File: config.mk
export PLATFORM = sky130hd
export DESIGN_NAME = dhc_div
export DESIGN_NICKNAME = d
export VERILOG_FILES = /design/src/hdl/dhc_pkg.sv /design/src/hdl/dhc_div.sv
export SDC_FILE = /design/constraint.sdc
export NUM_CORES = 1
export LEC_CHECK = 0
export BUFFER_PORTS_ARGS = -buffer_cell sky130_fd_sc_hd__buf_2
export CORE_MARGIN = 1
export CORE_UTILIZATION = 40
export DETAILED_ROUTE_END_ITERATION = 7
export MAX_ROUTING_LAYER = met4
export PLACE_DENSITY = 0.68
export SETUP_SLACK_MARGIN = 0.4
export SLEW_MARGIN = 40
export SYNTH_ARGS = -nofsm -noshare
export SYNTH_HDL_FRONTEND = slang
export SYNTH_SLANG_ARGS = --single-unit
File: constraint.sdc
create_clock -name clk -period 6.65 [get_ports clk]
set_input_delay 1.33 -clock clk [delete_from_list [all_inputs] [get_ports clk]]
set_output_delay 1.33 -clock clk [all_outputs]
set_load 0.02 [all_outputs]
File: src/hdl/dhc_pkg.sv
// dhc_pkg: shared types, constants and helpers for the depth histogram colorizer.
// Used by dhc_ram, dhc_div, dhc_seq and depth_histogram_colorizer; depends on nothing.
`timescale 1ns / 1ps

package dhc_pkg;

    localparam int DEPTH_PORT_BITS = 16;
    localparam int DEPTH_BITS      = 16;
    localparam int COUNT_BITS      = 20;
    localparam int QUOT_BITS       = 8;
    localparam int NUM_BITS        = COUNT_BITS + QUOT_BITS;
    localparam int STEP_BITS       = $clog2(QUOT_BITS);

    typedef logic [DEPTH_BITS-1:0] addr_t;
    typedef logic [COUNT_BITS-1:0] count_t;
    typedef logic [NUM_BITS-1:0]   numer_t;
    typedef logic [QUOT_BITS-1:0]  quot_t;
    typedef logic [7:0]            color_t;

    localparam addr_t  TOP_BIN   = '1;
    localparam addr_t  ADDR_ZERO = '0;
    localparam addr_t  ADDR_ONE  = addr_t'(1);
    localparam count_t CMAX      = '1;
    localparam count_t COUNT_ONE = count_t'(1);

    localparam logic ACT_COUNT = 1'b0;
    localparam logic ACT_MAP   = 1'b1;

    localparam color_t ZERO_BLUE  = 8'd0;
    localparam color_t ZERO_GREEN = 8'd5;
    localparam color_t ZERO_RED   = 8'd20;
    localparam color_t MAP_GREEN  = 8'd0;

    typedef struct packed {
        logic   we;
        addr_t  waddr;
        count_t wdata;
        logic   re;
        addr_t  raddr;
    } ram_req_t;

    typedef struct packed {
        logic   start;
        numer_t numer;
        count_t total;
    } div_req_t;

    typedef struct packed {
        logic  busy;
        logic  done;
        quot_t quot;
    } div_rsp_t;

    typedef struct packed {
        logic   valid;
        color_t blue;
        color_t green;
        color_t red;
        logic   frame_end;
    } res_t;

    function automatic count_t sat_add(input count_t a, input count_t b);
        logic [COUNT_BITS:0] s;
        s = {1'b0, a} + {1'b0, b};
        return s[COUNT_BITS] ? CMAX : s[COUNT_BITS-1:0];
    endfunction

endpackage

File: src/hdl/dhc_div.sv
// dhc_div: iterative restoring divider, one quotient bit per cycle, result clamped to 255.
// Depends on dhc_pkg.
`timescale 1ns / 1ps

module dhc_div (
    input  logic              clk,
    input  logic              rst_n,
    input  dhc_pkg::div_req_t req,
    output dhc_pkg::div_rsp_t rsp
);

    typedef enum logic {
        D_IDLE,
        D_RUN
    } dstate_t;

    localparam logic [dhc_pkg::STEP_BITS-1:0] STEP_LAST = dhc_pkg::STEP_BITS'(dhc_pkg::QUOT_BITS - 1);

    dstate_t                        state_reg, state_next;
    dhc_pkg::count_t                rem_reg, rem_next;
    dhc_pkg::count_t                total_reg, total_next;
    dhc_pkg::quot_t                 low_reg, low_next;
    dhc_pkg::quot_t                 quot_reg, quot_next;
    logic [dhc_pkg::STEP_BITS-1:0]  step_reg, step_next;
    logic                           done_reg, done_next;

    logic [dhc_pkg::COUNT_BITS:0]   trial;
    logic [dhc_pkg::COUNT_BITS:0]   diff;
    logic                           fits;
    dhc_pkg::count_t                hi;

    always_comb
    begin
        trial = {rem_reg, low_reg[dhc_pkg::QUOT_BITS-1]};
        diff  = trial - {1'b0, total_reg};
        fits  = trial >= {1'b0, total_reg};
        hi    = req.numer[dhc_pkg::NUM_BITS-1:dhc_pkg::QUOT_BITS];

        state_next = state_reg;
        rem_next   = rem_reg;
        total_next = total_reg;
        low_next   = low_reg;
        quot_next  = quot_reg;
        step_next  = step_reg;
        done_next  = 1'b0;

        case (state_reg)
            D_IDLE:
            begin
                if (req.start)
                begin
                    if (req.total == '0)
                    begin
                        quot_next = '0;
                        done_next = 1'b1;
                    end
                    else if (hi >= req.total)
                    begin
                        quot_next = '1;
                        done_next = 1'b1;
                    end
                    else
                    begin
                        rem_next   = hi;
                        total_next = req.total;
                        low_next   = req.numer[dhc_pkg::QUOT_BITS-1:0];
                        quot_next  = '0;
                        step_next  = '0;
                        state_next = D_RUN;
                    end
                end
            end
            D_RUN:
            begin
                rem_next  = fits ? diff[dhc_pkg::COUNT_BITS-1:0]
                                 : trial[dhc_pkg::COUNT_BITS-1:0];
                low_next  = {low_reg[dhc_pkg::QUOT_BITS-2:0], 1'b0};
                quot_next = {quot_reg[dhc_pkg::QUOT_BITS-2:0], fits};
                step_next = step_reg + 1'b1;
                if (step_reg == STEP_LAST)
                begin
                    done_next  = 1'b1;
                    state_next = D_IDLE;
                end
            end
            default:
            begin
                state_next = D_IDLE;
            end
        endcase
    end

    always_ff @(posedge clk or negedge rst_n)
    begin
        if (!rst_n)
        begin
            state_reg <= D_IDLE;
            step_reg  <= '0;
            done_reg  <= 1'b0;
        end
        else
        begin
            state_reg <= state_next;
            step_reg  <= step_next;
            done_reg  <= done_next;
        end
    end

    always_ff @(posedge clk)
    begin
        rem_reg   <= rem_next;
        total_reg <= total_next;
        low_reg   <= low_next;
        quot_reg  <= quot_next;
    end

    assign rsp.busy = (state_reg == D_RUN);
    assign rsp.done = done_reg;
    assign rsp.quot = quot_reg;

endmodule

* Word level (Yosys, flattened, before mapping)
Cells that the tools add are included.
W data, S select, Z words.
** Cells by class
- Reductions and logical operators :: 3
- Magnitude comparators :: 2
- Bitwise logic cells :: 3
- Add/subtract/negate cells :: 2
- Multiplexer cells :: 27
- Equality and inequality tests :: 4
** Operator list (number)
- $mux W20 :: 4
- $mux W8 :: 6
- $pmux W20 S2 :: 1
- $pmux W8 S2 :: 2
- $ge A21 B20 Y1 :: 1
- $ge A20 B20 Y1 :: 1
- $logic_not A20 Y1 :: 1
- $sub A20 B20 Y20 :: 1
- $mux W3 :: 3
- $mux W1 :: 8
- $ne A2 B2 Y1 const B :: 3
- $pmux W3 S2 :: 1
- $pmux W1 S2 :: 2
- $reduce_and A4 Y1 :: 1
- $add A3 B1 Y3 const B :: 1
- $eq A3 B3 Y1 const B :: 1
- $not A1 Y1 :: 3
- $reduce_and A3 Y1 :: 1
** Storage, ports and cells
- Register bits :: 61
- Input bits :: 51
- Logic and storage cells :: 48

* Logic depth before layout (Yosys ltp)
Gate-level depths: netlist (run 1).
- Word-level depth :: 5
- Depth in mapped cells :: 11
- Gate-level depth less buffers :: 10

* Least setup slack after synthesis (run 1)
No wires, ideal clock.
- Path kind :: in2reg
- From :: in req[28] (netlist name)
- To :: reg low_reg[0], enable pin
- Cell stages on the path :: 8
- Arrival :: 3568 ps
- Buffers on the path :: 0
- Slack :: 2695 ps
- Required time :: 6263 ps
- Cell sequence :: inv_1 -> ha_1 -> nand2b_1 -> a21o_1 -> a211o_1 -> a2111oi_4 -> o21a_2 -> a31o_1
** On the way
- Longest elaborated chain between the ends :: 3
** Ends and longest elaborated chain
- start: declaration :: line dhc_div.sv:8 : input dhc_pkg::div_req_t req,
- $ge A20 B20 Y1 :: line dhc_div.sv:57 : else if (hi >= req.total)
- $ne A2 B2 Y1 (no source line)
- $reduce_and A3 Y1 (no source line)
- end signal: assignment :: line dhc_div.sv:113 : low_reg <= low_next;
- end: declaration :: line dhc_div.sv:22 : dhc_pkg::quot_t low_reg, low_next;
Every way passes these cells.
A chain may end at the register's enable or synchronous reset.

* Worst setup path in the final report (run 1)
- From :: in req[28] (netlist name)
- To :: reg rem_reg[15], enable pin
** On the way
- Longest elaborated chain between the ends :: 3
** Ends and longest elaborated chain
- $ge A20 B20 Y1 :: line dhc_div.sv:57
- $ne A2 B2 Y1 (no source line)
- $reduce_and A3 Y1 (no source line)
- end signal: assignment :: line dhc_div.sv:111 : rem_reg <= rem_next;
- end: declaration :: line dhc_div.sv:20 : dhc_pkg::count_t rem_reg, rem_next;
Every way passes these cells.

==> results by stage, run 1 <==
Worst setup path:
- The worst setup slack for register-to-register paths is 3.47 ns.
- In this run the critical register-to-register path is captured at quot_reg[0].
- The length in cells of the worst reg-to-reg path is 7.
- The kind of end point of the critical path is a flop.
- The category of the most critical setup path is primary input to flop.
- In this run the worst path has a maximum fanout of 23.
- The startpoint identified for the worst register-to-register timing path is rem_reg[8].
- STA classifies the critical path startpoint as a primary input.
- The critical path required time is 6.71 ns.
- The data arrival time at the worst-slack endpoint is 3.94 ns.

Job:
- The tool flagged a number of max-cap violations equal to 0.

Die:
- The initialized floorplan defines 38 standard-cell rows.
- The floorplan step set the die height to 107.7 um.
- The starting utilization of the core area is 0.4120.
- The top-level I/O count is 61.
- The core box area is 0.01084 sq mm.
- The floorplan step defined a die boundary enclosing roughly 0.012 sq mm.
- The die extent in x is around 110 um.

Synthesis:
- The synthesized netlist contains 58 unique library cells.
- The count of yosys warnings during synthesis is 0.
- The basic-gate share of the synthesized area counting and, or, nand and nor cells is 0.1300.
- Synthesis inferred a little over 60 register bits.
- After synthesis, the share of cell area in mux cells is 0.02437.
- The share of the Yosys chip area taken by registers is 0.4045.
- The post-synth design cell area is 0.004467 sq mm.
- The combinational family with the most area after synthesis is compound AO/OA/AOI/OAI gates.
- Counting flops with an async set or reset pin after synthesis yields a share of 0.08197.
- The area fraction in compound gates after synthesis is 0.2235.
- Of the total synthesized cell area, the portion taken by XOR and XNOR cells is 0.02941.
- Of the total synthesized cell area, the portion taken by full adders, half adders and majority gates is 0.1221.
- Averaged over all synthesized cells, the footprint is 9.817 sq um.
- The number of nets handed over by synthesis was 549.
- The most used flip-flop cell after synthesis is edfxtp_1.
- Yosys mapped a number of flops with a built-in enable equal to 56.
- Counting every instance in the synthesized netlist gives ~460.

Detailed routing:
- In this run the remaining antenna-violating nets after routing total 0.
- The detailed-route DRC error count is 0.
- The count of routing violations after the opening detailed-route iteration is 200.
- For this block, the routed nets add up to 11,320 um of wire.
- The post-detailed-route via-to-cell ratio is roughly 5.8.
- The detailed-routing iteration count for the pre-antenna-repair pass is 5.
- The number of vias after detailed routing is 3,755.
- Dividing the detail-routed wire length by the instance count gives 17.36 um.

Clock tree:
- The insertion delay to the later sink of the worst-skew pair is 0.35 ns.
- The H-tree was split into 3 levels.
- After clock tree synthesis, the clock-pin slew on the worst setup and hold paths is 0.06 ns.
- Buffers inserted during clock tree synthesis total 9.
- The clock net in this run drives a total of 61 sinks.
- In this run the clock root is driven by a clkbuf_8.
- Buffers inserted to repair hold after CTS numbered 0.
- TritonCTS built the clock tree.
- The post-CTS setup repair buffer count is 0.
- The post-cts gate resize count is 0.
- The longest clock path from root to sink contains 2 buffers.

Pwr:
- The total power is 2.447 mW.
- For this design the ratio of total power to cell area is 482.1 mW/mm^2.
- VDD sags by at most around 0.35 mV.
- For this design the static power due to leakage is 2.233 nW.

Place:
- The placer congestion estimate is 0.9133.
- The worst slack after detailed placement is between 2 and 2.5 ns.
- After legalization and detailed placement, the total HPWL measured between 8000 and 9000 um.
- In this run the cell area measured after placement is approximately 0.0049 sq mm.
- The count of buffers added on input and output ports is 60.

GRT:
- The remaining global-route overflow is 0.
- The first global-routing pass estimated 18,280 um of wire.
- The number of antenna violations at the first check in global routing is 0.
- Entering global routing, the biggest net connects 53 pins.
- The number of global-route vias before repair is 3,639.
- For this run, the total global-route usage over all layers was measured as 0.2134.

Final layout:
- The final net count is ~600.
- The summed area of non-filler cells in the final layout is 0.005075 sq mm.
- After filler insertion, the fill cell instance count of the layout stands at about 1,100.
- Relative to the synthesized area, the layout overhead comes to 13.61%.
- Measured on the finished design, the core utilization comes to 0.4681.
- In the final layout, the share of cells above drive strength 1 is 0.1895.
- The repair_antennas step left the layout with diodes totalling 0.

STA:
- The final clock period utilization by the worst path is 0.5838.
- Setup repair after global routing left no endpoint under its margin.
- At the pin with the least slew margin, the transition time is 0.7856 ns.
- The final hold violation count is 0.
- The least setup slack across all paths after layout is around 2.8 ns.
- On the final layout, the worst clock skew is approximately 0.0086 ns.
- The count of pins over their slew limit is 0.
- In this run the tightest slew margin relative to its limit is 0.4763.
- The worst path needs 3.882 ns of the cycle, external delays included.
- The sum of negative setup slack is 0 ns.
- Setup violations remaining at the end of the flow were counted as 0.
- The highest clock rate is 0.2576 GHz.

Worst hold path:
- The path with the worst hold slack has its endpoint at quot_reg[5].
- The class of the tightest hold or removal check is flop to flop.
- In this run the most critical hold path is launched from quot_reg[4].
- Counting instances, the worst hold path has a depth of 1.

Status:
- The flow ran to the end, and the final reports show no timing, DRC or antenna violations.
[report_power, final]
group / switching, mW / internal [mW] / leakage [nW]
combinational: 0.836 / 0.516 / 1.51
sequential: 0.0825 / 0.647 / 0.616
clock: 0.145 / 0.221 / 0.107
[metal layers]
layer | track usage | wire length, um
met1 | 0.2708 | 5125
met3 | 0.02724 | 467
met4 | 0.09295 | 291
met2 | 0.3420 | 5432
met5 | - | 0
[through the flow]
step | hold WS (ns) | instances
after global routing | 0.5729 | 652
after global placement | 0.5313 | 636
final | 0.5503 | 652
after detailed placement | 0.5364 | 636
after floorplan | 0.5232 | 455
after CTS | 0.5527 | 652
[synthesized netlist by cell type, types with 5 or more instances]
| cell | number | area, sq um |
|---|---|---|
| a21oi_1 | 24 | 120.1 |
| inv_1 | 48 | 180.2 |
| nand3_1 | 15 | 75.07 |
| a41oi_1 | 6 | 52.55 |
| nand2_1 | 29 | 108.9 |
| dfrtp_1 | 5 | 125.1 |
| xnor2_1 | 11 | 96.34 |
| edfxtp_1 | 56 | 1682 |
| ha_1 | 42 | 525.5 |
| a31oi_1 | 14 | 87.58 |
| buf_2 | 8 | 40.04 |
| nor4_1 | 5 | 31.28 |
| nor2b_1 | 10 | 62.56 |
| nand4_1 | 8 | 50.05 |
| a21o_1 | 22 | 165.2 |
| clkbuf_1 | 7 | 26.28 |
| nand2b_1 | 7 | 43.79 |
| o21ai_0 | 26 | 130.1 |
| nor2_1 | 25 | 93.84 |
| and3_1 | 5 | 31.28 |
| mux2_2 | 7 | 78.83 |
| o211ai_1 | 14 | 105.1 |
[critical path, cell delays in order]
cell       delay [ns]
buf_2            0.10
inv_1            0.04
ha_1             0.25
nand2b_1         0.14
a21o_1           0.18
a211o_1          0.32
a2111oi_4        0.42
o21a_2           0.27
a31o_2           0.60
buf_4            0.27
[final cells by class]
| type | instances | area (sq um) | share of cell area |
|---|---|---|---|
| sequential | 61 | 1808 | 0.3563 |
| timing repair buffer | 62 | 315.3 | 0.06213 |
| inverter | 49 | 183.9 | 0.03624 |
| multi-input combinational | 324 | 2375 | 0.4679 |
| clock buffer | 12 | 145.1 | 0.02860 |
| clock inverter | 4 | 72.57 | 0.01430 |
| tap | 140 | 175.2 | 0.03452 |
[how the worst max path moves through the flow]
stage	cells past startpoint	start	end	slack, ns
after floorplan	8	req[28]	low_reg[0]	2.70
after global placement	10	req[28]	rem_reg[17]	2.15
after detailed placement	10	req[28]	rem_reg[18]	2.38
after CTS	10	req[28]	rem_reg[15]	2.75
after global routing	10	req[28]	rem_reg[14]	2.63
final	10	req[28]	rem_reg[15]	2.77
[cell families (layout without fill, tap and decap cells)]
kind of cell,after synthesis,count (layout)
compound gates,141,141
buf+inv,70,127
mux,10,10
fa+ha+maj,43,43
flops,61,61
simple gates,115,115
xor+xnor,15,15
[cell usage in the layout (no fill, tap or decap), drive strengths merged, types with 4 or more instances in the layout]
cell     n
a211oi   4
a21o    22
a21oi   26
a31oi   14
a41oi    7
and3     5
buf     62
clkbuf  12
dfrtp    5
edfxtp  56
ha      42
inv     49
mux2     7
nand2   29
nand2b   7
nand3   15
nand4    8
nor2    25
nor2b   10
nor4     6
o211ai  16
o21ai   27
o221ai   4
xnor2   11
xor2     4
Power figures use the tool's default switching activity.
==> run 2: changes to the inputs <==
PLACE_DENSITY = 0.7   (was 0.68)
clock period = 3.3 ns   (was 6.65 ns; I/O delays follow)
==> run 2 against run 1 <==
Compared with the run above:
- global-route usage grew 0.13 points
- combinational power grew 100%
- first-iteration DRC count grew 32%
- clock power grew 120%
- register-to-register slack lost 2.9 ns
- worst setup slack lost 2.3 ns
- utilization grew 0.82 points
- die area is the same
- total power grew 110%
- final cell count grew 0.77%
- critical path type unchanged
- critical endpoint is now total_reg[16]
- largest cell class unchanged
- highest routed layer unchanged
==> results by stage, run 2 (synthesis gave the netlist of run 1 again) <==
STA:
- Setup violations remaining at the end of the flow were counted as 0.
- The count of pins over their slew limit was 0.
- The final hold violation count is 0.
- The least setup slack across all paths after layout is ~0.47 ns.
- The max-slew headroom at the worst pin is 0.5887.
- Setup repair after global routing could not meet its margin everywhere.
- In the finished design, the share of the clock period the worst path needs comes to 0.8574.
- The clock period minus worst slack is 2.829 ns.
- For the pin with the worst max-slew slack, the measured transition is 0.6128 ns.
- The smallest hold slack is 0.1253 ns.
- Between clock sinks in the finished design, the worst skew comes to 0.01041 ns.
- The sum of negative setup slack is 0 ns.
- Based on the critical path, the design can be clocked at up to about 0.35 GHz.

Worst setup path:
- The worst register-to-register path has a setup slack of 0.56 ns.
- STA classifies the critical path endpoint as a flop.
- The critical path required time is 3.31 ns.
- The length in cells of the worst reg-to-reg path is 10.
- The most frequent cell on the critical path is a21o_1.
- The end of the worst register-to-register path is rem_reg[18].
- The category of the most critical setup path is primary input to flop.
- The slowest stage of the critical path is the a221oi_1 cell.
- The delay of the slowest critical-path stage is 0.46 ns.
- The startpoint of the worst-slack reg-to-reg timing path is low_reg[7].
- STA puts the critical path data arrival time at between 2 and 3 ns.
- The launching element type of the critical path is a primary input.
- The critical path goes through buf_2 -> inv_1 -> ha_1 -> a21o_1 -> a21o_1 -> a21o_1 -> a221oi_1 -> o21a_2 -> and3_4.
- The largest driver fanout on the critical path is 20.

Final layout:
- Compared with the post-synthesis result, the final layout area differs by 15.60%.
- After routing the design area is 0.005164 sq mm.
- The number of antenna diodes is 0.
- For this run, the post-layout net count is 606.
- The final non-filler cell total is 657.
- The library cells used most frequently in the layout, excluding fill and tap cells, are buf_2 (60), edfxtp_1 (56), inv_1 (48).
- The most common cell after layout, fill and taps aside is buf_2.
- Of the cells placed in the final design, the portion with a size suffix greater than 1 is 0.2089.

GRT:
- The wire length of the first global-routing pass is 18,710 um.
- The total overflow left after global routing is 0.
- The largest net degree at the start of global routing is 53.
- The total global-route track usage is 0.2147.
- The number of global-route vias before repair was 3,813.
- The number of antenna violations at the first check in global routing is 0.

Clock tree:
- The number of setup buffers added after CTS is 0.
- The root buffer cell chosen for the clock tree is clkbuf_8.
- In this run, post-CTS hold repair placed 0 buffers.
- The number of buffers inserted during clock tree synthesis is 9.
- The H-tree depth reported by CTS is 3.
- The clock passes through at most 2 buffers.
- The insertion delay to the later sink of the worst-skew pair is ~0.34 ns.
- The clock slew seen by the registers of the worst setup and hold paths is around 0.070 ns.
- The number of sinks handled by clock tree synthesis is 61.
- The TritonCTS clock tree is done.

Die:
- Measured along the y axis, the die boundary spans 107.7 um.
- The floorplan has 38 rows.
- The die extent in x is 107.7 um.
- The core box area is 0.01084 sq mm.
- In this run the count of I/O pins placed on the die edge is 61.
- The starting utilization of the core area is 0.4120.
- The floorplan step defined a die boundary enclosing 0.01159 sq mm.

Place:
- Timing analysis after detailed placement gives a worst setup slack of roughly 0.13 ns.
- The number of port buffers is 60.
- The total cell area at the placement stage is 0.004891 sq mm.
- The placer congestion estimate is 0.9120.
- The HPWL after detailed placement is 8664 um.
- The number of cells after detailed placement is 640.

Detailed routing:
- For this run, design rule violations remaining after detail routing come to 0.
- The number of vias after detailed routing is 3,817.
- The detailed-routing iteration count for the pre-antenna-repair pass is 5.
- The post-detailed-route count of antenna-violating nets is 0.
- The post-detailed-route via-to-cell ratio is roughly 5.8.
- The routed wire length is 11,480 um.
- After detailed routing, the average wire length per cell comes to approximately 17 um.
- The first routing iteration left 263 violations.

Status:
- The run finished with clean final reports.

Pwr:
- The areal power density over the cells is 979.5 mW/mm^2.
- VDD sags by at most ~0.96 mV.
- The static leakage is between 2 and 2.5 nW.

Worst hold path:
- In this run the worst hold path is classified as primary input to async pin.

Job:
- The max-cap check violation count is 0.
[run 2: cell count changes in the layout (fill, tap and decap cells not counted), sizes merged]
cell / previous run / this run
a31o: 1 / 2
buf: 62 / 66
clkbuf: 12 / 13
clkinvlp: 1 / 0
[run 2: how the worst max path moves through the flow]
stage / startpoint / to / slack [ns] / cells past startpoint
6_report: req[13] / total_reg[16] / 0.47 / 9
5_1_grt: req[13] / total_reg[16] / 0.38 / 9
4_1_cts: req[13] / rem_reg[17] / 0.49 / 9
3_5_place_dp: req[28] / rem_reg[5] / 0.13 / 9
3_3_place_gp: req[28] / low_reg[1] / 0.18 / 9
2_1_floorplan: req[28] / low_reg[0] / 0.44 / 8
[run 2: final cells by class]
type | count | area [sq um]
Fill cell | 1024 | 5677
Multi-Input combinational cell | 325 | 2405
Sequential cell | 61 | 1810
Timing Repair Buffer | 66 | 345.3
Inverter | 49 | 183.9
Clock buffer | 13 | 178.9
Tap cell | 140 | 175.2
Clock inverter | 3 | 65.06
[run 2: through the flow]
step           power [mW]  utilization
3_3_place_gp        4.108       0.4512
6_report            5.058       0.4763
3_5_place_dp        4.180       0.4512
5_1_grt             5.406       0.4763
4_1_cts             4.999       0.4737
2_1_floorplan       3.514            -
[run 2: per-layer routing]
metal / track usage / wire length, um / vias up
met5: - / 0 / -
met4: 0.08415 / 290 / 0
met3: 0.03511 / 552 / 19
met2: 0.3526 / 5618 / 145
met1: 0.2641 / 5018 / 1829
li1: - / - / 1824
[run 2: critical path: cells and delay by family]
kind	cells	cell delay, ns
AOI/OAI and AO/OA	5	1.32
and+or+nand+nor	1	0.40
adders and majority gates	1	0.32
buffers and inverters	2	0.15
[run 2: power by group]
part           switching [mW]  internal, mW  leakage [nW]
Clock                   0.280         0.507         0.126
Sequential              0.243          1.31         0.617
Combinational            1.64          1.08          1.53
Total                    2.16          2.90          2.27
[run 2: repair_timing]
| item | in CTS | in global routing |
|---|---|---|
| resized for setup | 0 | 5 |
| endpoints found under the hold margin | 0 | 0 |
| setup endpoints to repair | 0 | 39 |
