===== src/hdl/dhc_pkg.sv =====
// dhc_pkg: shared types, constants and helpers for the depth histogram colorizer.
// Used by dhc_ram, dhc_div, dhc_seq and depth_histogram_colorizer; depends on nothing.
`timescale 1ns / 1ps

package dhc_pkg;

    localparam int DEPTH_PORT_BITS = 16;
    localparam int DEPTH_BITS      = 16;
    localparam int COUNT_BITS      = 20;
    localparam int QUOT_BITS       = 8;
    localparam int NUM_BITS        = COUNT_BITS + QUOT_BITS;
    localparam int STEP_BITS       = $clog2(QUOT_BITS);

    typedef logic [DEPTH_BITS-1:0] addr_t;
    typedef logic [COUNT_BITS-1:0] count_t;
    typedef logic [NUM_BITS-1:0]   numer_t;
    typedef logic [QUOT_BITS-1:0]  quot_t;
    typedef logic [7:0]            color_t;

    localparam addr_t  TOP_BIN   = '1;
    localparam addr_t  ADDR_ZERO = '0;
    localparam addr_t  ADDR_ONE  = addr_t'(1);
    localparam count_t CMAX      = '1;
    localparam count_t COUNT_ONE = count_t'(1);

    localparam logic ACT_COUNT = 1'b0;
    localparam logic ACT_MAP   = 1'b1;

    localparam color_t ZERO_BLUE  = 8'd0;
    localparam color_t ZERO_GREEN = 8'd5;
    localparam color_t ZERO_RED   = 8'd20;
    localparam color_t MAP_GREEN  = 8'd0;

    typedef struct packed {
        logic   we;
        addr_t  waddr;
        count_t wdata;
        logic   re;
        addr_t  raddr;
    } ram_req_t;

    typedef struct packed {
        logic   start;
        numer_t numer;
        count_t total;
    } div_req_t;

    typedef struct packed {
        logic  busy;
        logic  done;
        quot_t quot;
    } div_rsp_t;

    typedef struct packed {
        logic   valid;
        color_t blue;
        color_t green;
        color_t red;
        logic   frame_end;
    } res_t;

    function automatic count_t sat_add(input count_t a, input count_t b);
        logic [COUNT_BITS:0] s;
        s = {1'b0, a} + {1'b0, b};
        return s[COUNT_BITS] ? CMAX : s[COUNT_BITS-1:0];
    endfunction

endpackage


===== src/hdl/dhc_seq.sv =====
// dhc_seq: sequencer for bin updates, running-sum sweep, clear sweep and map lookups.
// Depends on dhc_pkg; drives dhc_ram and dhc_div through request structs.
`timescale 1ns / 1ps

module dhc_seq (
    input  logic                                 clk,
    input  logic                                 rst_n,
    input  logic                                 in_valid,
    output logic                                 in_stall,
    input  logic                                 action,
    input  logic [dhc_pkg::DEPTH_PORT_BITS-1:0]  depth_value,
    input  logic                                 last_pixel,
    output dhc_pkg::ram_req_t                    ram_req,
    input  dhc_pkg::count_t                      ram_rdata,
    output dhc_pkg::div_req_t                    div_req,
    input  dhc_pkg::div_rsp_t                    div_rsp,
    output dhc_pkg::res_t                        res,
    input  logic                                 res_ready
);

    typedef enum logic [3:0] {
        S_CLEAR,
        S_IDLE,
        S_CNT_RD,
        S_CNT_WR,
        S_SUM_START,
        S_SUM_FIRST,
        S_SUM_RUN,
        S_MAP_MUL,
        S_MAP_DIVGO,
        S_MAP_DIV,
        S_MAP_OUT
    } state_t;

    state_t           state_reg, state_next;
    dhc_pkg::addr_t   sweep_reg, sweep_next;
    dhc_pkg::addr_t   addr_reg, addr_next;
    logic             last_reg, last_next;
    logic             pend_reg, pend_next;
    logic             sums_ready_reg, sums_ready_next;
    dhc_pkg::count_t  top_reg, top_next;
    dhc_pkg::count_t  run_reg, run_next;
    dhc_pkg::numer_t  numer_reg, numer_next;
    dhc_pkg::color_t  blue_reg, blue_next;
    dhc_pkg::color_t  green_reg, green_next;
    dhc_pkg::color_t  red_reg, red_next;

    dhc_pkg::count_t  sum;

    always_comb
    begin
        sum = dhc_pkg::sat_add(ram_rdata, run_reg);

        state_next      = state_reg;
        sweep_next      = sweep_reg;
        addr_next       = addr_reg;
        last_next       = last_reg;
        pend_next       = pend_reg;
        sums_ready_next = sums_ready_reg;
        run_next        = run_reg;
        numer_next      = numer_reg;
        blue_next       = blue_reg;
        green_next      = green_reg;
        red_next        = red_reg;

        ram_req       = '0;
        div_req.start = 1'b0;
        div_req.numer = numer_reg;
        div_req.total = top_reg;
        res.valid     = 1'b0;
        res.blue      = blue_reg;
        res.green     = green_reg;
        res.red       = red_reg;
        res.frame_end = last_reg;
        in_stall      = (state_reg != S_IDLE);

        case (state_reg)
            S_CLEAR:
            begin
                ram_req.we      = 1'b1;
                ram_req.waddr   = sweep_reg;
                ram_req.wdata   = '0;
                sums_ready_next = 1'b0;
                sweep_next      = sweep_reg + dhc_pkg::ADDR_ONE;
                if (sweep_reg == dhc_pkg::TOP_BIN)
                begin
                    pend_next  = 1'b0;
                    state_next = pend_reg ? S_CNT_RD : S_IDLE;
                end
            end
            S_IDLE:
            begin
                if (in_valid)
                begin
                    addr_next = depth_value[dhc_pkg::DEPTH_BITS-1:0];
                    last_next = last_pixel;
                    if (action == dhc_pkg::ACT_MAP)
                    begin
                        ram_req.re    = 1'b1;
                        ram_req.raddr = depth_value[dhc_pkg::DEPTH_BITS-1:0];
                        state_next    = S_MAP_MUL;
                    end
                    else if (sums_ready_reg)
                    begin
                        pend_next  = 1'b1;
                        state_next = S_CLEAR;
                    end
                    else
                    begin
                        ram_req.re    = 1'b1;
                        ram_req.raddr = depth_value[dhc_pkg::DEPTH_BITS-1:0];
                        state_next    = S_CNT_WR;
                    end
                end
            end
            S_CNT_RD:
            begin
                ram_req.re    = 1'b1;
                ram_req.raddr = addr_reg;
                state_next    = S_CNT_WR;
            end
            S_CNT_WR:
            begin
                ram_req.we    = 1'b1;
                ram_req.waddr = addr_reg;
                ram_req.wdata = dhc_pkg::sat_add(ram_rdata, dhc_pkg::COUNT_ONE);
                state_next    = last_reg ? S_SUM_START : S_IDLE;
            end
            S_SUM_START:
            begin
                ram_req.re    = 1'b1;
                ram_req.raddr = dhc_pkg::ADDR_ONE;
                sweep_next    = dhc_pkg::ADDR_ONE;
                state_next    = S_SUM_FIRST;
            end
            S_SUM_FIRST:
            begin
                run_next      = ram_rdata;
                ram_req.re    = 1'b1;
                ram_req.raddr = sweep_reg + dhc_pkg::ADDR_ONE;
                sweep_next    = sweep_reg + dhc_pkg::ADDR_ONE;
                state_next    = S_SUM_RUN;
            end
            S_SUM_RUN:
            begin
                ram_req.we    = 1'b1;
                ram_req.waddr = sweep_reg;
                ram_req.wdata = sum;
                run_next      = sum;
                if (sweep_reg == dhc_pkg::TOP_BIN)
                begin
                    sums_ready_next = 1'b1;
                    sweep_next      = dhc_pkg::ADDR_ZERO;
                    state_next      = S_IDLE;
                end
                else
                begin
                    ram_req.re    = 1'b1;
                    ram_req.raddr = sweep_reg + dhc_pkg::ADDR_ONE;
                    sweep_next    = sweep_reg + dhc_pkg::ADDR_ONE;
                end
            end
            S_MAP_MUL:
            begin
                if (addr_reg == dhc_pkg::ADDR_ZERO)
                begin
                    blue_next  = dhc_pkg::ZERO_BLUE;
                    green_next = dhc_pkg::ZERO_GREEN;
                    red_next   = dhc_pkg::ZERO_RED;
                    state_next = S_MAP_OUT;
                end
                else
                begin
                    // count * 255
                    numer_next = {ram_rdata, {dhc_pkg::QUOT_BITS{1'b0}}}
                               - {{dhc_pkg::QUOT_BITS{1'b0}}, ram_rdata};
                    state_next = S_MAP_DIVGO;
                end
            end
            S_MAP_DIVGO:
            begin
                div_req.start = 1'b1;
                state_next    = S_MAP_DIV;
            end
            S_MAP_DIV:
            begin
                if (div_rsp.done)
                begin
                    red_next   = div_rsp.quot;
                    blue_next  = ~div_rsp.quot;
                    green_next = dhc_pkg::MAP_GREEN;
                    state_next = S_MAP_OUT;
                end
            end
            S_MAP_OUT:
            begin
                res.valid = 1'b1;
                if (res_ready)
                begin
                    state_next = last_reg ? S_CLEAR : S_IDLE;
                end
            end
            default:
            begin
                state_next = S_IDLE;
            end
        endcase

        // shadow copy of the top bin, used as the map divisor
        top_next = (ram_req.we && ram_req.waddr == dhc_pkg::TOP_BIN) ? ram_req.wdata : top_reg;
    end

    always_ff @(posedge clk or negedge rst_n)
    begin
        if (!rst_n)
        begin
            state_reg      <= S_CLEAR;
            sweep_reg      <= '0;
            pend_reg       <= 1'b0;
            sums_ready_reg <= 1'b0;
            top_reg        <= '0;
        end
        else
        begin
            state_reg      <= state_next;
            sweep_reg      <= sweep_next;
            pend_reg       <= pend_next;
            sums_ready_reg <= sums_ready_next;
            top_reg        <= top_next;
        end
    end

    always_ff @(posedge clk)
    begin
        addr_reg  <= addr_next;
        last_reg  <= last_next;
        run_reg   <= run_next;
        numer_reg <= numer_next;
        blue_reg  <= blue_next;
        green_reg <= green_next;
        red_reg   <= red_next;
    end

endmodule


===== config.mk =====
export PLATFORM = sky130hd
export DESIGN_NAME = dhc_seq
export DESIGN_NICKNAME = d
export VERILOG_FILES = /design/src/hdl/dhc_pkg.sv /design/src/hdl/dhc_seq.sv
export SDC_FILE = /design/constraint.sdc
export NUM_CORES = 1
export LEC_CHECK = 0
export ABC_AREA = 1
export BUFFER_PORTS_ARGS = -buffer_cell sky130_fd_sc_hd__buf_2
export CAP_MARGIN = 20
export CORE_MARGIN = 5
export CORE_UTILIZATION = 56
export DETAILED_ROUTE_END_ITERATION = 16
export PLACE_DENSITY = 0.93
export SLEW_MARGIN = 5
export SYNTH_ARGS = -nofsm -noshare
export SYNTH_HDL_FRONTEND = slang
export SYNTH_SLANG_ARGS = --single-unit

===== constraint.sdc =====
create_clock -name clk -period 4.5 [get_ports clk]
set_input_delay 0.9 -clock clk [delete_from_list [all_inputs] [get_ports clk]]
set_output_delay 0.9 -clock clk [all_outputs]
set_load 0.01 [all_outputs]

* Yosys cells after proc, flatten, opt, wreduce, memory -nomap -nowiden
Index checks and enable logic that the tools add are counted.
** Storage, ports and cells
- Latch bits :: 0
- Input port bits :: 52
- Memories kept :: 0
- Register bits after elaboration :: 131
- Bits in read-only memories :: 0
- Memory bits (writable) :: 0
** Cells by class
- Mux-type cells :: 41
- Magnitude comparators :: 0
- Reductions and logical operators :: 15
- Add/sub/neg operators :: 4
- Shift-type cells :: 0
- Bitwise logic cells :: 2
- $mul :: 0
- Equal/unequal tests :: 21
- Div/mod/pow operators :: 0
** Operators by type and width (count)
- $pmux 37 s3 :: 1
- $pmux 17 s5 :: 1
- $mux 17 :: 4
- $mux 8 :: 6
- $pmux 16 s3 :: 1
- $pmux 8 s2 :: 3
- $pmux 4 s11 :: 1
- $mux 20 :: 2
- $pmux 20 s2 :: 1
- $eq 16x16->1 const B :: 2
- $sub 28x20->28 :: 1
- $add 20x1->21 const B :: 1
- $add 20x20->21 :: 1
- $mux 4 :: 5
- $add 16x1->16 const B :: 1
- $eq 4x3->1 const B :: 4
- $logic_not 16->1 :: 1
- $mux 16 :: 1
- $ne 2x2->1 const B :: 8
- $eq 4x4->1 const B :: 3
- $reduce_and 5->1 :: 2
- $eq 4x2->1 const B :: 2
- $mux 1 :: 8
- $not 8->8 :: 1
- 13 further kinds :: 22

* Logic depth before layout (Yosys ltp)
Gate-level depths: netlist (run 1).
- Depth in word-level cells :: 5
- Gate-level depth with buffers :: 16

* Least setup slack after synthesis (run 1)
No wires, ideal clock.
- Path type :: input-to-output
- Start :: in ram_rdata[0]
- End :: out ram_req[19] in the netlist's numbering
- Path buffers :: 1
- Arrival time :: 2545 ps
- Stages on the path :: 11
- Setup slack :: 1055 ps
- Cells stage by stage :: ha_1 > fa_1 > nand2_1 > o21ai_0 > inv_1 > nor3_1 > nor2_1 > clkbuf_1 > o21ai_0 > nand2_1 > nand2_1
** RTL lines
- from (decl) :: RTL line dhc_seq.sv:14 : input dhc_pkg::count_t ram_rdata,
- to (decl) :: RTL line dhc_seq.sv:13 : output dhc_pkg::ram_req_t ram_req,

==> flow_metrics.tcl, run 1 <==
set metrics [dict create \
    synth_top_cells_by_count "nand2_1 (329), inv_1 (163), nor2_1 (109)" \
    grt_pass1_vias 8064 \
    hold_violations 0 \
    crit_required_ps 3600 \
    path_clk_slew_ps 60 \
    numPortBuffers 174 \
    async_reset_ff_frac 0.339 \
    reg2reg_to "top_reg[10]" \
    synth_ff_type "edfxtp_1" \
    p_per_area_nw_per_um2 492 \
    sw_frac_of_total 0.426 \
    path_buf_inv 4 \
    cts_tree "built" \
    synthTopCellsByArea "edfxtp_1 (29%), nand2_1 (14%), dfrtp_1 (12%), inv_1 (7.1%), ha_1 (5.1%)" \
    grt_usage 0.282 \
    arrival_ps 3500 \
    fin_crit_ps 4400 \
    drv_slew 0 \
    first_iter_violations 897 \
    synth_cells 1150 \
    routed-via-count 8677 \
    timing.rr.start "state_reg[0]" \
    seq_power_share 0.310 \
    synth_cell_types 41 \
    core_area_sq_um 15100 \
    grt_pass1_wl_um 40100 \
    hold_class "flip-flop to flip-flop" \
    synth_area_per_cell_sq_um 7.45 \
    tightest_slew_ps 1010 \
    die_height_um 134 \
    h-tree-depth 4 \
    grt_setup_unrepaired "false" \
    max_slew_margin 0.325 \
    combPwrFrac 0.433 \
    wl_per_cell_um 16.9 \
    leakagePower_nw 4.78 \
    cts_made_buffers 17 \
    wl_um 25700 \
    fin_setup_tns_ps 0 \
    vias_per_cell 5.70 \
    critPathMaxFanout 11 \
    clock_skew_ps 6.26 \
    fmax_mhz 227 \
    worstSetupPathType "input port to output port" \
    grt_max_degree 43 \
    clk_latency_ps 430 \
    areaGrowthSynthToFinish_pct 18.3 \
    die_area_sq_um 17900 \
    postRouteAntennaNets 0 \
    power.internal_mw 2.86 \
    slowest_stage "nor2_1" \
    synth-edff-count 82 \
    place_congestion 0.956 \
    cts_setup_buffers 0 \
    hold_start "top_reg[10]" \
    timing.final.ws_setup_ps 98.8 \
    rows 45 \
    synth_seq_cells 124 \
    critPathTopFamily "simple AND/OR/NAND/NOR gates" \
    synth_top_area_frac 0.288 \
    hold_path_end "top_reg[10]" \
    start_util 0.567 \
    setup_viol 0 \
    grt.overflow.total 0 \
    crit_path_max_incr_delay_ps 590 \
    clock_power_share 0.257 \
    start_kind "input port" \
    final_layout_size_suffix_gt1_frac 0.173 \
    reg2reg_setup_slack_ps 1190 \
    drc 0 \
    setup.worst_path.end_class "output port" \
    clockBufferDepth 2 \
    maxCapViolCount 0 \
    switchingPower_mw 2.12 \
    largest_reg_flops 28 \
    synth.most_common_cell "nand2_1" \
    cpMostUsedCell "nand2_1" \
    antenna_found_initial 0 \
    reg2reg_depth 11 \
    dr.pass1.iters 6 \
    yosysWarnings 0 \
    dp_hpwl_um 19500 \
    syn-cell-area_sq_um 8560 \
    min_period_over_period 0.978 \
    outcome "completed" \
    peakVddDrop_v 0.000309 \
    cts_hold_buf 0 \
    n_fill_cell 1277 \
    ios 182 \
    num_antenna_cells 0 \
    cts_resized 0 \
    nNetsFinal 1410 \
    clock-root-buffer "clkbuf_16" \
    dp_slack_ps 195 \
    synth_top_area_cell "edfxtp_1" \
    ys_seq_area_frac 0.410 \
    dieWidth_um 134 \
    cts_sinks 124 \
    hold_depth 2 \
    crit_chain "buf_2 > ha_1 > fa_1 > nand2_1 > o21ai_0 > inv_1 > nor3_1 > nor2_1 > buf_4 > o21ai_0 > nand2_1 > nand2_1 > buf_2" \
]
==> through the flow <==
stage	instances	power, mW	hold slack [ps]	util	instance area (sq um)
6_report	1523	4.98	479	0.671	10100
3_3_place_gp	1491	3.62	461	0.635	9580
3_5_place_dp	1491	3.67	469	0.635	9580
2_1_floorplan	1155	2.99	476	-	8580
4_1_cts	1523	4.95	481	0.671	10100
5_1_grt	1523	5.27	505	0.671	10100
==> cells by family after synthesis <==
| logic type | Yosys count | share of synthesized area |
|---|---|---|
| AOI/OAI and AO/OA | 171 | 0.112 |
| xor gates and xnor gates | 56 | 0.0573 |
| adders and majority gates | 36 | 0.0535 |
| buffers and inverters | 203 | 0.0951 |
| DFF | 124 | 0.410 |
| other | 1 | 0.000438 |
| and+or+nand+nor | 559 | 0.271 |
==> layer usage <==
metal,routed length (um),up-vias,global-route usage
met4,771,0,0.119
met5,0,-,0
met3,2520,75,0.0589
met1,10100,3955,0.365
li1,-,4115,-
met2,12300,532,0.461
==> how the worst max path moves through the flow <==
stage	start	end	slack (ps)	cells after the start
floorplan	ram_rdata[0]	ram_req[19]	1050	11
global route	ram_rdata[0]	ram_req[19]	40	13
detailed placement	ram_rdata[0]	ram_req[19]	190	13
finish	ram_rdata[0]	ram_req[19]	100	13
CTS	ram_rdata[0]	ram_req[19]	180	13
global placement	ram_rdata[0]	ram_req[26]	230	13
==> cell usage in the layout, fill, tap and decap left out, types with 6 or more instances in the layout <==
master | synthesis | final
clkbuf_16 | 0 | 17
xor2_1 | 46 | 46
xnor2_1 | 10 | 10
nand2_1 | 329 | 329
o22ai_1 | 29 | 29
a21oi_1 | 34 | 33
nand3_1 | 67 | 67
buf_2 | 8 | 174
nor3_1 | 23 | 23
dfrtp_1 | 42 | 42
nand4_1 | 14 | 14
o221ai_1 | 9 | 9
buf_4 | 11 | 9
o21ai_1 | 22 | 22
ha_1 | 35 | 35
conb_1 | 1 | 6
o21ai_0 | 64 | 64
inv_1 | 163 | 163
edfxtp_1 | 82 | 82
nor2_1 | 109 | 109
==> worst reg2reg max path, stage by stage, from the launching register on <==
cell and delay [ps]:
dfrtp_1 370, inv_1 130, nand2_1 160, nor2_4 210, nor2_4 130, o22ai_1 260
nand2_1 100, nor2_1 110, nand2_1 490, nor2_2 940, nand2_1 230, nand2_1 120
==> final cells by class <==
| type | instances | area (sq um) | area share |
|---|---|---|---|
| multi-input combinational | 828 | 4260 | 0.421 |
| inverter | 168 | 631 | 0.0623 |
| tap | 188 | 235 | 0.0232 |
| timing repair buffer | 183 | 938 | 0.0927 |
| sequential | 124 | 3510 | 0.347 |
| clock inverter | 15 | 118 | 0.0116 |
| clock buffer | 17 | 425 | 0.0420 |
==> power by group through the flow <==
stage | Clock (mW) | Combinational, mW | Sequential [mW]
6_report | 1.28 | 2.16 | 1.54
5_1_grt | 1.34 | 2.37 | 1.56
4_1_cts | 1.28 | 2.13 | 1.54
3_5_place_dp | 0 | 2.11 | 1.56
3_3_place_gp | 0 | 2.07 | 1.55
2_1_floorplan | 0 | 1.42 | 1.58
No activity file was read; power rests on OpenSTA's default activity.
==> run 2, diff against run 1 <==
--- a/config.mk
+++ b/config.mk
@@ -8,6 +8,7 @@
 export ABC_AREA = 1
 export BUFFER_PORTS_ARGS = -buffer_cell sky130_fd_sc_hd__buf_2
 export CAP_MARGIN = 20
+export CORE_ASPECT_RATIO = 0.8
 export CORE_MARGIN = 5
 export CORE_UTILIZATION = 56
 export DETAILED_ROUTE_END_ITERATION = 16
==> flow_metrics.tcl, run 2 (same netlist as run 1, synthesis figures left out) <==
set metrics [dict create \
    drv_slew 0 \
    die_height_um 121 \
    vias_per_cell 5.77 \
    min_period_over_period 0.933 \
    setup.worst_path.end_class "output port" \
    cts_tree "built" \
    cts_sinks 124 \
    arrival_ps 3300 \
    antenna_found_initial 0 \
    grt_usage 0.282 \
    place_congestion 0.974 \
    dieWidth_um 148 \
    crit_chain "buf_2 > ha_1 > fa_1 > nand2_1 > o21ai_0 > inv_1 > nor3_1 > nor2_2 > buf_4 > nand2_1 > nand2_1 > nand2_1 > buf_2" \
    clk_latency_ps 430 \
    setup_viol 0 \
    gr-max-usage-layer "met2" \
    first_iter_violations 1152 \
    use_met3 0.0701 \
    numPortBuffers 174 \
    wl_um 25600 \
    final_cell_mix "nand2_1 (329), buf_2 (174), inv_1 (163)" \
    areaGrowthSynthToFinish_pct 20.5 \
    critPathMaxFanout 13 \
    grt_util_met1 0.399 \
    start_kind "input port" \
    dp_hpwl_um 19600 \
    nNetsFinal 1424 \
    slowest_stage "nor2_2" \
    routed-via-count 8876 \
    fmax_mhz 238 \
    leakagePower_nw 4.89 \
    fin_hold_ws_ps 299 \
    die_area_sq_um 17900 \
    dpl.cell_count 1505 \
    fin_crit_ps 4200 \
    postRouteAntennaNets 0 \
    grt_setup_unrepaired "false" \
    gr-usage-met2 0.423 \
    clock_skew_ps 12.1 \
    outcome "completed" \
    ios 182 \
    crit_required_ps 3600 \
    n_fill_cell 1243 \
    drc 0 \
    core_area_sq_um 15000 \
    final_common_cell "nand2_1" \
    clockBufferDepth 2 \
    h-tree-depth 4 \
    fin_setup_tns_ps 0 \
    max_slew_margin 0.292 \
    rows 40 \
    placed_area_sq_um 9680 \
    grt_pass1_vias 8061 \
    grt_pass1_wl_um 40500 \
    start_util 0.570 \
    num_antenna_cells 0 \
    cts_made_buffers 17 \
    instances_no_fill 1538 \
    tightest_slew_ps 1060 \
    worstSetupPathType "input port to output port" \
    grt.overflow.total 0 \
    grt_max_degree 43 \
    power.total_mw 5.16 \
    hold_class "input port to async pin" \
    cts_hold_buf 0 \
    final_layout_size_suffix_gt1_frac 0.182 \
    wl_per_cell_um 16.7 \
    dr.pass1.iters 6 \
    design_area_sq_um 10300 \
    cts_resized 0 \
    p_per_area_nw_per_um2 500 \
    crit_start "ram_rdata[0]" \
    maxCapViolCount 0 \
    clock-root-buffer "clkbuf_16" \
    cts_setup_buffers 0 \
    hold_violations 0 \
    timing.rr.start "sweep_reg[0]" \
    largest_reg_flops 28 \
    crit_path_max_incr_delay_ps 540 \
    cpMostUsedCell "nand2_1" \
    peakVddDrop_v 0.000326 \
    path_clk_slew_ps 60 \
]
run 2: critical path: cells and delay by family:
family	cells	cell delay (ps)
AOI/OAI and AO/OA	1	150
adders and majority gates	2	630
buffers and inverters	4	640
and+or+nand+nor	6	970
run 2: worst paths after layout:
check / to / slack, ps / cells past startpoint
max in group asynchronous: top_reg[5] / 3760 / 2
hold reg to reg: top_reg[7] / 480 / 2
min in group clk: top_reg[7] / 480 / 2
setup reg to reg: sweep_reg[9] / 1240 / 10
hold / removal: pend_reg / 300 / 1
setup / recovery: ram_req[22] / 300 / 13
run 2: report_power, final:
group	switching [mW]	internal, mW	total, mW
registers	0.0754	1.47	1.54
logic	1.49	0.693	2.18
clock network	0.557	0.882	1.44
run 2: area by class of cell:
| class | count | area [sq um] | area share |
|---|---|---|---|
| Clock buffer | 17 | 425 | 0.0412 |
| Tap cell | 189 | 236 | 0.0229 |
| Sequential cell | 124 | 3510 | 0.340 |
| Multi-Input combinational cell | 828 | 4270 | 0.413 |
| Clock inverter | 15 | 191 | 0.0185 |
| Timing Repair Buffer | 197 | 1060 | 0.102 |
| Inverter | 168 | 631 | 0.0611 |
run 2: metrics by stage:
step	setup WS, ps	utilization
2_1_floorplan	1050	-
3_3_place_gp	132	0.645
3_5_place_dp	97.0	0.645
4_1_cts	88.8	0.686
5_1_grt	153	0.687
6_report	302	0.687
run 2: metal layers:
metal	share of wire	wire [um]
met1	0.42	10800
met2	0.43	11100
met3	0.11	2950
met4	0.033	837
met5	0	0
==> run 3, diff against run 2 <==
--- a/config.mk
+++ b/config.mk
@@ -10,9 +10,10 @@
 export CAP_MARGIN = 20
 export CORE_ASPECT_RATIO = 0.8
 export CORE_MARGIN = 5
-export CORE_UTILIZATION = 56
+export CORE_UTILIZATION = 50
 export DETAILED_ROUTE_END_ITERATION = 16
-export PLACE_DENSITY = 0.93
+export PLACE_DENSITY = 0.85
+export RECOVER_POWER = 100
 export SLEW_MARGIN = 5
 export SYNTH_ARGS = -nofsm -noshare
 export SYNTH_HDL_FRONTEND = slang
==> flow_metrics.tcl, run 3 (same netlist as run 1, synthesis figures left out) <==
set metrics [dict create \
    outcome "complete, but fails checks" \
    violations "max-capacitance violations, max-slew violations" \
    clock_power_share 0.270 \
    cpMostUsedCell "nand2_1" \
    largest_reg_flops 28 \
    wl_um 26500 \
    placed_area_sq_um 9840 \
    fmax_mhz 241 \
    min_period_over_period 0.922 \
    setup.worst_path.end_class "output port" \
    worstSetupPathType "input port to output port" \
    grt_setup_unrepaired "false" \
    combPwrFrac 0.425 \
    cts_made_buffers 17 \
    wl_per_cell_um 16.7 \
    nNetsFinal 1441 \
    max_slew_margin -1.05 \
    grt_pass1_wl_um 41600 \
    final_layout_size_suffix_gt1_frac 0.0805 \
    core_area_sq_um 16700 \
    dp_hpwl_um 20600 \
    postRouteAntennaNets 0 \
    switchingPower_mw 2.12 \
    start_util 0.514 \
    crit_path_max_incr_delay_ps 460 \
    fin_util 0.613 \
    setup_viol 0 \
    crit_chain "clkbuf_1 > ha_1 > fa_1 > nand2_1 > o21ai_0 > inv_1 > nor3_1 > nor2_1 > clkbuf_1 > nand2_1 > nand2_1 > nand2_1 > clkbuf_1" \
    grt.overflow.total 0 \
    drv_slew 68 \
    h-tree-depth 4 \
    rows 42 \
    final_common_cell "nand2_1" \
    num_antenna_cells 0 \
    die_area_sq_um 19900 \
    areaGrowthSynthToFinish_pct 19.3 \
    clk_latency_ps 420 \
    seq_power_share 0.306 \
    ios 182 \
    cts_resized 0 \
    clock-root-buffer "clkbuf_16" \
    cts_setup_buffers 0 \
    crit_required_ps 3600 \
    dr.pass1.iters 5 \
    cts_sinks 124 \
    antenna_found_initial 0 \
    grt_pass1_vias 8116 \
    maxCapViolCount 2 \
    fin_hold_ws_ps 376 \
    hold_class "input port to async pin" \
    sw_frac_of_total 0.419 \
    drc 0 \
    power.internal_mw 2.95 \
    first_iter_violations 1034 \
    arrival_ps 3250 \
    routed-via-count 8712 \
    grt_max_degree 44 \
    final_cell_mix "nand2_1 (330), inv_1 (166), clkbuf_1 (145)" \
    design_area_sq_um 10200 \
    clockBufferDepth 2 \
    power.total_mw 5.07 \
    clock_skew_ps 12.6 \
    cts_tree "built" \
    numPortBuffers 174 \
    p_per_area_nw_per_um2 496 \
    tightest_slew_ps 3070 \
    dieWidth_um 156 \
    hold_violations 0 \
    path_clk_slew_ps 60 \
    die_height_um 127 \
    cts_hold_buf 0 \
    vias_per_cell 5.49 \
    fin_crit_ps 4150 \
    start_kind "input port" \
    place_congestion 0.983 \
    peakVddDrop_v 0.000285 \
    slowest_stage "nor2_1" \
    grt_usage 0.263 \
    critPathMaxFanout 7 \
    fin_setup_tns_ps 0 \
    leakagePower_nw 4.51 \
]
==> run 3: power by group through the flow <==
stage               sequential [mW]  combinational (mW)  clock (mW)
floorplan                      1.58                1.42           0
global placement               1.55                2.15           0
detailed placement             1.56                2.18           0
CTS                            1.54                2.19        1.38
global route                   1.56                2.38        1.43
finish                         1.55                2.15        1.37
==> run 3: routing by layer <==
layer / global-route usage / vias to the layer above / share of wire
li1: - / 4177 / -
met2: 0.396 / 463 / 0.44
met3: 0.0551 / 47 / 0.10
met1: 0.385 / 4025 / 0.44
met5: 0 / - / 0
met4: 0.0735 / 0 / 0.022
==> run 3: critical path: cells and delay by family <==
| kind | cells | cell delay, ps |
|---|---|---|
| fa+ha+maj | 2 | 640 |
| buf+inv | 4 | 670 |
| compound gates | 1 | 120 |
| simple gates | 6 | 920 |
==> run 3: through the flow <==
| step | setup slack (ps) | instances |
|---|---|---|
| 2_1_floorplan | 1050 | 1155 |
| 3_3_place_gp | 42.6 | 1552 |
| 3_5_place_dp | 65.7 | 1552 |
| 4_1_cts | 71.8 | 1584 |
| 5_1_grt | 143 | 1586 |
| 6_report | 353 | 1586 |
==> run 3: final timing paths <==
path | start | end | slack (ps) | cells past startpoint
min | rst_n | sweep_reg[0] | 380 | 1
min in group clk | top_reg[8] | top_reg[8] | 480 | 2
max reg2reg | state_reg[3] | red_reg[0] | 510 | 7
max | ram_rdata[0] | ram_req[24] | 350 | 13
max in group asynchronous | rst_n | top_reg[0] | 1860 | 2
min reg2reg | top_reg[8] | top_reg[8] | 480 | 2
==> run 3: final cells by class <==
cell class	instances	area, sq um
clock buffers	19	443
clock inverters	13	139
fillers	1564	6440
inverters	168	631
multi-input cells	828	4240
flip-flops and latches	124	3510
well taps	220	275
repair buffers	214	973
